[config.mk]
export PLATFORM = sky130hd
export DESIGN_NAME = stream_find_replace
export DESIGN_NICKNAME = d
export VERILOG_FILES = /design/src/hw/rtl/sfr_pkg.sv /design/src/hw/rtl/sfr_ctrl.sv /design/src/hw/rtl/sfr_dpath.sv /design/src/hw/rtl/stream_find_replace.sv
export SDC_FILE = /design/constraint.sdc
export NUM_CORES = 1
export LEC_CHECK = 0
export ABC_AREA = 1
export BUFFER_PORTS_ARGS = -buffer_cell sky130_fd_sc_hd__buf_4
export CORE_MARGIN = 3
export CORE_UTILIZATION = 42
export CTS_BUF_LIST = sky130_fd_sc_hd__clkbuf_16
export DETAILED_ROUTE_END_ITERATION = 10
export PLACE_DENSITY = 0.55
export SLEW_MARGIN = 20
export SYNTH_ARGS = -nofsm -noshare
export SYNTH_HDL_FRONTEND = slang
export SYNTH_SLANG_ARGS = --single-unit
export TNS_END_PERCENT = 100
[constraint.sdc]
create_clock -name clk -period 5.7 [get_ports clk]
set_input_delay 0.285 -clock clk [delete_from_list [all_inputs] [get_ports clk]]
set_output_delay 0.285 -clock clk [all_outputs]
set_load 0.03 [all_outputs]
[src/hw/rtl/sfr_pkg.sv]
// ----------------------------------------------------------------------------
// sfr_pkg
// Shared types, constants and helpers for the stream find/replace block.
// ----------------------------------------------------------------------------
`default_nettype none

package sfr_pkg;

	localparam int PATTERN_MAX_DEF = 8;
	localparam int REPL_MAX        = 8;
	localparam int BYTE_W          = 8;
	localparam int LEN_W           = 4;
	localparam int CFG_IDX_W       = 3;
	localparam int CFG_DATA_W      = 64;
	localparam int REPL_IDX_W      = 3;

	// configuration register indexes
	localparam logic [CFG_IDX_W-1:0] CFG_PATTERN_BYTES     = 3'd0;
	localparam logic [CFG_IDX_W-1:0] CFG_PATTERN_LENGTH    = 3'd1;
	localparam logic [CFG_IDX_W-1:0] CFG_REPLACEMENT_BYTES = 3'd2;
	localparam logic [CFG_IDX_W-1:0] CFG_REPLACEMENT_LEN   = 3'd3;
	localparam logic [CFG_IDX_W-1:0] CFG_IGNORE_CASE       = 3'd4;

	typedef struct packed {
		logic [BYTE_W-1:0] in_byte;
		logic              in_last;
	} in_t;

	typedef struct packed {
		logic [BYTE_W-1:0] out_byte;
		logic              has_byte;
		logic              out_last;
	} out_t;

	// datapath operations issued by the controller
	typedef enum logic [2:0] {
		OP_NONE,
		OP_LOAD,
		OP_DROP,
		OP_REPL,
		OP_CLEAR,
		OP_FINISH
	} op_t;

	typedef struct packed {
		logic held_zero;
		logic is_prefix;
		logic at_length;
		logic rlen_zero;
		logic repl_last;
		logic last;
		logic pend_valid;
		logic out_free;
	} dp_status_t;

	function automatic logic [BYTE_W-1:0] fold(input logic [BYTE_W-1:0] c, input logic ic);
		if (ic && (c >= 8'h41) && (c <= 8'h5A)) begin
			return c + 8'h20;
		end
		return c;
	endfunction

endpackage

`default_nettype wire

[src/hw/rtl/sfr_ctrl.sv]
// ----------------------------------------------------------------------------
// sfr_ctrl
// Sequencer: accepts one request, then steps the datapath through
// release, replace, flush and finish.
// ----------------------------------------------------------------------------
`default_nettype none

module sfr_ctrl (
	input  logic                clk,
	input  logic                arst_n,
	input  logic                in_valid,
	output logic                in_stall,
	input  sfr_pkg::dp_status_t status,
	output sfr_pkg::op_t        op
);
	import sfr_pkg::*;

	typedef enum logic [4:0] {
		S_IDLE   = 5'b00001,
		S_SCAN   = 5'b00010,
		S_REPL   = 5'b00100,
		S_FLUSH  = 5'b01000,
		S_FINISH = 5'b10000
	} state_t;

	state_t state_q, state_d;

	always_ff @(posedge clk or negedge arst_n) begin
		if (!arst_n) begin
			state_q <= S_IDLE;
		end else begin
			state_q <= state_d;
		end
	end

	assign in_stall = (state_q != S_IDLE);

	always_comb begin
		state_d = state_q;
		op      = OP_NONE;
		unique case (state_q)
			S_IDLE: begin
				if (in_valid) begin
					op      = OP_LOAD;
					state_d = S_SCAN;
				end
			end
			S_SCAN: begin
				if (status.held_zero) begin
					state_d = S_FINISH;
				end else if (!status.is_prefix) begin
					// front byte can no longer start a match
					if (status.out_free) begin
						op = OP_DROP;
					end
				end else if (status.at_length) begin
					if (status.rlen_zero) begin
						op = OP_CLEAR;
					end else begin
						state_d = S_REPL;
					end
				end else if (status.last) begin
					state_d = S_FLUSH;
				end else begin
					state_d = S_FINISH;
				end
			end
			S_REPL: begin
				if (status.out_free) begin
					op = OP_REPL;
					if (status.repl_last) begin
						state_d = S_SCAN;
					end
				end
			end
			S_FLUSH: begin
				if (status.held_zero) begin
					state_d = S_FINISH;
				end else if (status.out_free) begin
					op = OP_DROP;
				end
			end
			S_FINISH: begin
				if (status.out_free) begin
					op      = OP_FINISH;
					state_d = S_IDLE;
				end
			end
			default: begin
				state_d = S_IDLE;
			end
		endcase
	end

`ifndef NO_ASSERTIONS
	// finish always drains the pending result before the next request
	a_idle_no_pend: assert property (@(posedge clk) disable iff (!arst_n)
		state_q == S_IDLE |-> !status.pend_valid)
		else $error("pending result left over in idle");

	a_repl_nonempty: assert property (@(posedge clk) disable iff (!arst_n)
		state_q == S_REPL |-> !status.rlen_zero)
		else $error("replace sequence with empty replacement");

	a_drop_nonempty: assert property (@(posedge clk) disable iff (!arst_n)
		op == OP_DROP |-> !status.held_zero)
		else $error("drop from empty hold buffer");
`endif

endmodule

`default_nettype wire

[src/hw/rtl/sfr_dpath.sv]
// ----------------------------------------------------------------------------
// sfr_dpath
// Config registers, hold buffer with prefix compare, replacement index,
// one-deep pending result and the output register.
// ----------------------------------------------------------------------------
`default_nettype none

module sfr_dpath #(
	parameter int PATTERN_MAX = sfr_pkg::PATTERN_MAX_DEF
) (
	input  logic                                clk,
	input  logic                                arst_n,
	input  sfr_pkg::in_t                        in_data,
	input  logic                                cfg_valid,
	input  logic [sfr_pkg::CFG_IDX_W-1:0]       cfg_index,
	input  logic [sfr_pkg::CFG_DATA_W-1:0]      cfg_data,
	input  sfr_pkg::op_t                        op,
	output sfr_pkg::dp_status_t                 status,
	input  logic                                out_stall,
	output logic                                out_valid,
	output sfr_pkg::out_t                       out_data
);
	import sfr_pkg::*;

	localparam int CNT_W = $clog2(PATTERN_MAX + 1);

	// configuration
	logic [CFG_DATA_W-1:0] pat_q;
	logic [LEN_W-1:0]      plen_q;
	logic [CFG_DATA_W-1:0] repl_q;
	logic [LEN_W-1:0]      rlen_q;
	logic                  ic_q;

	// hold buffer and control
	logic [BYTE_W-1:0]     held_q [PATTERN_MAX];
	logic [CNT_W-1:0]      cnt_q;
	logic [REPL_IDX_W-1:0] ridx_q;
	logic                  last_q;
	logic [BYTE_W-1:0]     pend_q;
	logic                  pend_v_q;
	logic                  out_v_q;
	out_t                  out_q;

	logic [LEN_W-1:0]      plen;
	logic [LEN_W-1:0]      rlen;
	logic [LEN_W-1:0]      cnt_ext;
	logic                  match_all;
	logic                  repl_last;
	logic                  out_free;
	logic                  emits;
	logic                  push;
	logic [BYTE_W-1:0]     new_byte;
	out_t                  out_next;

	always_ff @(posedge clk or negedge arst_n) begin
		if (!arst_n) begin
			pat_q  <= '0;
			plen_q <= LEN_W'(1);
			repl_q <= '0;
			rlen_q <= '0;
			ic_q   <= 1'b0;
		end else if (cfg_valid) begin
			unique case (cfg_index)
				CFG_PATTERN_BYTES:     pat_q  <= cfg_data;
				CFG_PATTERN_LENGTH:    plen_q <= cfg_data[LEN_W-1:0];
				CFG_REPLACEMENT_BYTES: repl_q <= cfg_data;
				CFG_REPLACEMENT_LEN:   rlen_q <= cfg_data[LEN_W-1:0];
				CFG_IGNORE_CASE:       ic_q   <= cfg_data[0];
				default: ;
			endcase
		end
	end

	// effective lengths, saturated
	always_comb begin
		if (plen_q == '0) begin
			plen = LEN_W'(1);
		end else if (plen_q > LEN_W'(PATTERN_MAX)) begin
			plen = LEN_W'(PATTERN_MAX);
		end else begin
			plen = plen_q;
		end
		if (rlen_q > LEN_W'(REPL_MAX)) begin
			rlen = LEN_W'(REPL_MAX);
		end else begin
			rlen = rlen_q;
		end
	end

	assign cnt_ext = LEN_W'(cnt_q);

	always_comb begin
		match_all = 1'b1;
		for (int i = 0; i < PATTERN_MAX; i++) begin
			if ((CNT_W'(i) < cnt_q) &&
			    (fold(held_q[i], ic_q) != fold(pat_q[BYTE_W*i +: BYTE_W], ic_q))) begin
				match_all = 1'b0;
			end
		end
	end

	assign repl_last = (LEN_W'(ridx_q) == (rlen - LEN_W'(1)));
	assign out_free  = !out_v_q || !out_stall;
	assign emits     = (op == OP_DROP) || (op == OP_REPL);
	assign push      = (emits && pend_v_q) || ((op == OP_FINISH) && (pend_v_q || last_q));
	assign new_byte  = (op == OP_REPL) ? repl_q[BYTE_W*ridx_q +: BYTE_W] : held_q[0];

	always_comb begin
		if (op != OP_FINISH) begin
			out_next = '{out_byte: pend_q, has_byte: 1'b1, out_last: 1'b0};
		end else if (pend_v_q) begin
			out_next = '{out_byte: pend_q, has_byte: 1'b1, out_last: last_q};
		end else begin
			// bare end mark
			out_next = '{out_byte: '0, has_byte: 1'b0, out_last: 1'b1};
		end
	end

	always_ff @(posedge clk or negedge arst_n) begin
		if (!arst_n) begin
			cnt_q    <= '0;
			ridx_q   <= '0;
			last_q   <= 1'b0;
			pend_v_q <= 1'b0;
			out_v_q  <= 1'b0;
		end else begin
			case (op)
				OP_LOAD: begin
					cnt_q  <= cnt_q + CNT_W'(1);
					last_q <= in_data.in_last;
				end
				OP_DROP: begin
					cnt_q    <= cnt_q - CNT_W'(1);
					pend_v_q <= 1'b1;
				end
				OP_REPL: begin
					pend_v_q <= 1'b1;
					if (repl_last) begin
						cnt_q  <= '0;
						ridx_q <= '0;
					end else begin
						ridx_q <= ridx_q + REPL_IDX_W'(1);
					end
				end
				OP_CLEAR: begin
					cnt_q <= '0;
				end
				OP_FINISH: begin
					pend_v_q <= 1'b0;
				end
				default: ;
			endcase
			if (push) begin
				out_v_q <= 1'b1;
			end else if (!out_stall) begin
				out_v_q <= 1'b0;
			end
		end
	end

	always_ff @(posedge clk) begin
		case (op)
			OP_LOAD: begin
				for (int i = 0; i < PATTERN_MAX; i++) begin
					if (cnt_q == CNT_W'(i)) begin
						held_q[i] <= in_data.in_byte;
					end
				end
			end
			OP_DROP: begin
				for (int i = 0; i < PATTERN_MAX - 1; i++) begin
					held_q[i] <= held_q[i+1];
				end
			end
			default: ;
		endcase
		if (emits) begin
			pend_q <= new_byte;
		end
		if (push) begin
			out_q <= out_next;
		end
	end

	assign status = '{
		held_zero:  (cnt_q == '0),
		is_prefix:  (cnt_ext <= plen) && match_all,
		at_length:  (cnt_ext == plen),
		rlen_zero:  (rlen == '0),
		repl_last:  repl_last,
		last:       last_q,
		pend_valid: pend_v_q,
		out_free:   out_free
	};

	assign out_valid = out_v_q;
	assign out_data  = out_q;

`ifndef NO_ASSERTIONS
	a_cnt_bound: assert property (@(posedge clk) disable iff (!arst_n)
		cnt_q <= CNT_W'(PATTERN_MAX))
		else $error("hold count beyond buffer depth");

	a_load_room: assert property (@(posedge clk) disable iff (!arst_n)
		op == OP_LOAD |-> cnt_q < CNT_W'(PATTERN_MAX))
		else $error("request loaded into full hold buffer");

	a_finish_clears: assert property (@(posedge clk) disable iff (!arst_n)
		op == OP_FINISH |=> !pend_v_q)
		else $error("pending result survived finish");

	// a push must never overwrite a result still waiting downstream
	a_push_free: assert property (@(posedge clk) disable iff (!arst_n)
		push |-> out_free)
		else $error("output register overwritten");
`endif

endmodule

`default_nettype wire

[src/hw/rtl/stream_find_replace.sv]
// ----------------------------------------------------------------------------
// stream_find_replace
// Streaming find-and-replace-all over a byte stream with optional
// case-insensitive matching and end-of-string flush.
// ----------------------------------------------------------------------------
//  channel | handshake             | payload
//  --------+-----------------------+------------------------------------------
//  in      | in_valid / in_stall   | in_data  : in_byte, in_last
//  out     | out_valid / out_stall | out_data : out_byte, has_byte, out_last
//  cfg     | cfg_valid / cfg_ready | cfg_index, cfg_data (ready always high)
//
//  One request at a time; the sequencer emits one result per cycle, while the
//  output register is free, through a one-deep pending register.
//  A replacement is emitted in the replace state; an end of string with held
//  bytes is released in the flush state.
//  Reset clears config to defaults, the hold count and all valid flags.
//  A stalled output register holds its result; the sequencer waits on it.
// ----------------------------------------------------------------------------
`default_nettype none

module stream_find_replace #(
	parameter int PATTERN_MAX = sfr_pkg::PATTERN_MAX_DEF
) (
	input  logic                           clk,
	input  logic                           arst_n,
	input  logic                           in_valid,
	output logic                           in_stall,
	input  sfr_pkg::in_t                   in_data,
	output logic                           out_valid,
	input  logic                           out_stall,
	output sfr_pkg::out_t                  out_data,
	input  logic                           cfg_valid,
	output logic                           cfg_ready,
	input  logic [sfr_pkg::CFG_IDX_W-1:0]  cfg_index,
	input  logic [sfr_pkg::CFG_DATA_W-1:0] cfg_data
);
	import sfr_pkg::*;

	op_t        op;
	dp_status_t status;

	assign cfg_ready = 1'b1;

	sfr_ctrl u_ctrl (
		.clk      (clk),
		.arst_n   (arst_n),
		.in_valid (in_valid),
		.in_stall (in_stall),
		.status   (status),
		.op       (op)
	);

	sfr_dpath #(
		.PATTERN_MAX (PATTERN_MAX)
	) u_dpath (
		.clk       (clk),
		.arst_n    (arst_n),
		.in_data   (in_data),
		.cfg_valid (cfg_valid),
		.cfg_index (cfg_index),
		.cfg_data  (cfg_data),
		.op        (op),
		.status    (status),
		.out_stall (out_stall),
		.out_valid (out_valid),
		.out_data  (out_data)
	);

endmodule

`default_nettype wire
==> flow_summary.yaml <==
run_status:
  outcome: "finished clean"
logic_synthesis:
  netlist_instances: 1690
  synth_edf_count: 82
  synth-seq-cells: 234
  synth_seq_area_share: 0.482
  synth_largest_area_cell: "dfrtp_1"
  ys_async_sr_fraction: 0.650
  ys_top_cells_by_count: "487 x nand2_1, 246 x inv_1, 228 x o21ai_0"
  avgSynthCellArea_um2: 7.70
  syn_area_mm2: 0.0130
  yosys.cell_types.count: 38
  netlist.area_leader.share: 0.289
  synth_most_common_cell: "nand2_1"
  ys_warn_count: 0
  synth_nets: 1797
  synth_area_leaders: "dfrtp_1 29%, edfxtp_1 19%, nand2_1 14%"
  ys.flop_type: "dfrtp_1"
global_routing:
  grt_overflow: 0
  grt_use_total: 0.219
  grt_pass1_wl_um: 57800
  antenna_found_initial: 0
  grt_pass1_vias: 10600
  grt_max_degree: 129
final_layout:
  area_delta_synth_final_pct: 14.4
  nets: 1874
  seq_area_mm2: 0.00627
  layoutNonFillerInstCount: 2179
  multiInputGateArea_mm2: 0.00554
  final_layout_size_suffix_gt1_frac: 0.0956
  fill_cells: 2984
sta:
  hold_violations: 0
  min_period_ps: 4310
  finalSetupViolations: 0
  rsz0062_at_grt: "no"
  min_period_over_period: 0.756
  relSlewSlack: 0.299
  fin_tns_setup_ps: 0
  report.final.slew_viol_count: 0
  setup_ws_ps: 1390
  skew_ps: 18.5
  fmax_mhz: 232
  worst_pin_slew_ps: 1040
route:
  num_vias: 11100
  drtIter0Drc: 849
  vias_per_cell: 5.09
  wl_um: 36400
  post-route-drc-count: 0
  firstDrtPassIters: 6
  routedWlPerCell_um: 16.7
  detail-route-antenna-nets: 0
setup_path:
  cp_common_cell: "nand2_1"
  critPathTopFamily: "simple AND/OR/NAND/NOR gates"
  path_max_fanout: 66
  crit_slowest_cell: "dfrtp_1"
  cp-start-kind: "flop"
  slowest_delay_ps: 980
  crit_start: "u_dpath.ic_q"
  arrival_ps: 4580
  path_cells: "nand2_1 -> nor2_1 -> nand2_1 -> nor2_1 -> a21oi_1 -> nand2_1 -> nand2_1 -> nand3_1 -> nand2_1 -> nand3_1 -> nand2_1 -> nand3_1 -> nand2_1 -> nand2_2 -> nand3_4 -> nand3_4 -> buf_4 -> o21ai_0"
  rr_startpoint: "u_dpath.ic_q"
  worstPathRequired_ps: 5980
  path_buf_inv: 1
  crit_path_end_kind: "flop"
  critical_path_class: "flop to flop"
placed_design:
  preCtsSetupSlack_ps: 1450
  dp_cells: 2125
  routabilityCongestion: 0.850
  port_buffers: 92
  dp_hpwl_um: 27200
clock_network:
  clock_sinks: 234
  htreeDepth: 1
  clkTransAtPathRegs_ps: 60
  clock-root-buffer: "clkbuf_16"
  cts_tree: "done"
  cts_setup_buffers: 0
  cts_max_path_buffers: 3
  insertion_delay_ps: 550
  numCtsBuffers: 27
floorplan:
  rows: 63
  coreArea_mm2: 0.0301
  boundaryPins: 94
  start_util: 0.432
  dieArea_mm2: 0.0331
  die_x_um: 182
  die-height_um: 182
worst_hold_path:
  min_path_type: "input pin to flop"
  min-delay-start: "cfg_data[49]"
flow_run:
  maxCapViolCount: 0
power_and_ir_drop:
  ir_worst_vdd_mv: 0.264
  leakage_nw: 7.41
  powerDensity_mw_per_mm2: 389
through the flow:
step | power [W] | hold slack, ps | utilization | area [um^2]
4_1_cts | 0.00583 | 2.19 | 0.494 | 14900
6_report | 0.00579 | 14.7 | 0.494 | 14900
5_1_grt | 0.00618 | 19.2 | 0.494 | 14900
3_5_place_dp | 0.00415 | 376 | 0.465 | 14000
3_3_place_gp | 0.00412 | 382 | 0.465 | 14000
2_1_floorplan | 0.00359 | -10.6 | - | 13000
kinds of logic after synthesis:
kind of cell,after synthesis,synth area share
fa+ha+maj,26,0.0250
other cells,1,0.000288
flops,234,0.482
buf+inv,306,0.0931
xor+xnor,36,0.0242
simple gates,787,0.251
compound gates,300,0.124
cell usage in the layout, fill, tap and decap left out, types with 29 or more instances in the layout:
master / instances
dfrtp_1: 150
nor2_1: 144
clkbuf_16: 29
edfxtp_1: 82
inv_1: 255
buf_4: 101
nand3_1: 82
nand4_1: 31
nand2_1: 486
o21ai_0: 228
flip-flops by register name (all words and copies together), names as in the netlist, 3 cells and up:
name / cells
u_dpath.cnt_ext: 4
u_dpath.pend_q: 8
u_dpath.rlen_q: 4
u_dpath.out_data: 10
u_dpath.repl_q: 64
u_ctrl.state_q: 5
u_dpath.held_q: 64
u_dpath.plen_q: 4
u_dpath.ridx_q: 3
u_dpath.pat_q: 64
layer usage:
| layer | share of wire | routed length, um | GRT usage | vias up |
|---|---|---|---|---|
| met5 | 0 | 0 | 0 | - |
| met4 | 0.036 | 1300 | 0.0743 | 0 |
| met3 | 0.056 | 2030 | 0.0240 | 62 |
| met2 | 0.45 | 16400 | 0.353 | 301 |
| met1 | 0.46 | 16600 | 0.310 | 5121 |
| li1 | - | - | - | 5598 |
report_power, final:
part	switching (W)	total (W)	leakage, nW	internal (W)
clock	0.000706	0.00166	0.449	0.000958
sequential	0.000335	0.00247	2.66	0.00213
combinational	0.00109	0.00166	4.30	0.000569
worst min-delay path: cells and delay by family:
kind | cells | cell delay (ps)
AO/OA/AOI/OAI | 1 | 80
buffers and inverters | 2 | 150
layout make-up:
| class | instances | share of cell area |
|---|---|---|
| clock buffer | 29 | 0.0487 |
| sequential | 234 | 0.421 |
| clock inverter | 21 | 0.00832 |
| inverter | 248 | 0.0625 |
| multi-input combinational | 1150 | 0.372 |
| timing repair buffer | 106 | 0.0545 |
| antenna | 1 | 0.000168 |
| tap | 390 | 0.0328 |
final timing paths:
path / slack, ps / cells after the start / end
worst max-delay path: 1390 / 18 / u_dpath.held_q[0][23]
worst min-delay path: 10 / 3 / u_dpath.repl_q[49]
worst max register to register: 1390 / 18 / u_dpath.held_q[0][23]
worst min register to register: 480 / 2 / u_dpath.repl_q[52]
max in group asynchronous: 3870 / 3 / u_dpath.pat_q[27]
min in group asynchronous: 360 / 2 / u_dpath.rlen_q[1]
what timing repair did:
item	4_1_cts	5_1_grt
gates resized for setup	0	0
hold buffers	3	0
endpoints found under the hold margin	85	0
(Power assumes the default switching activity.)
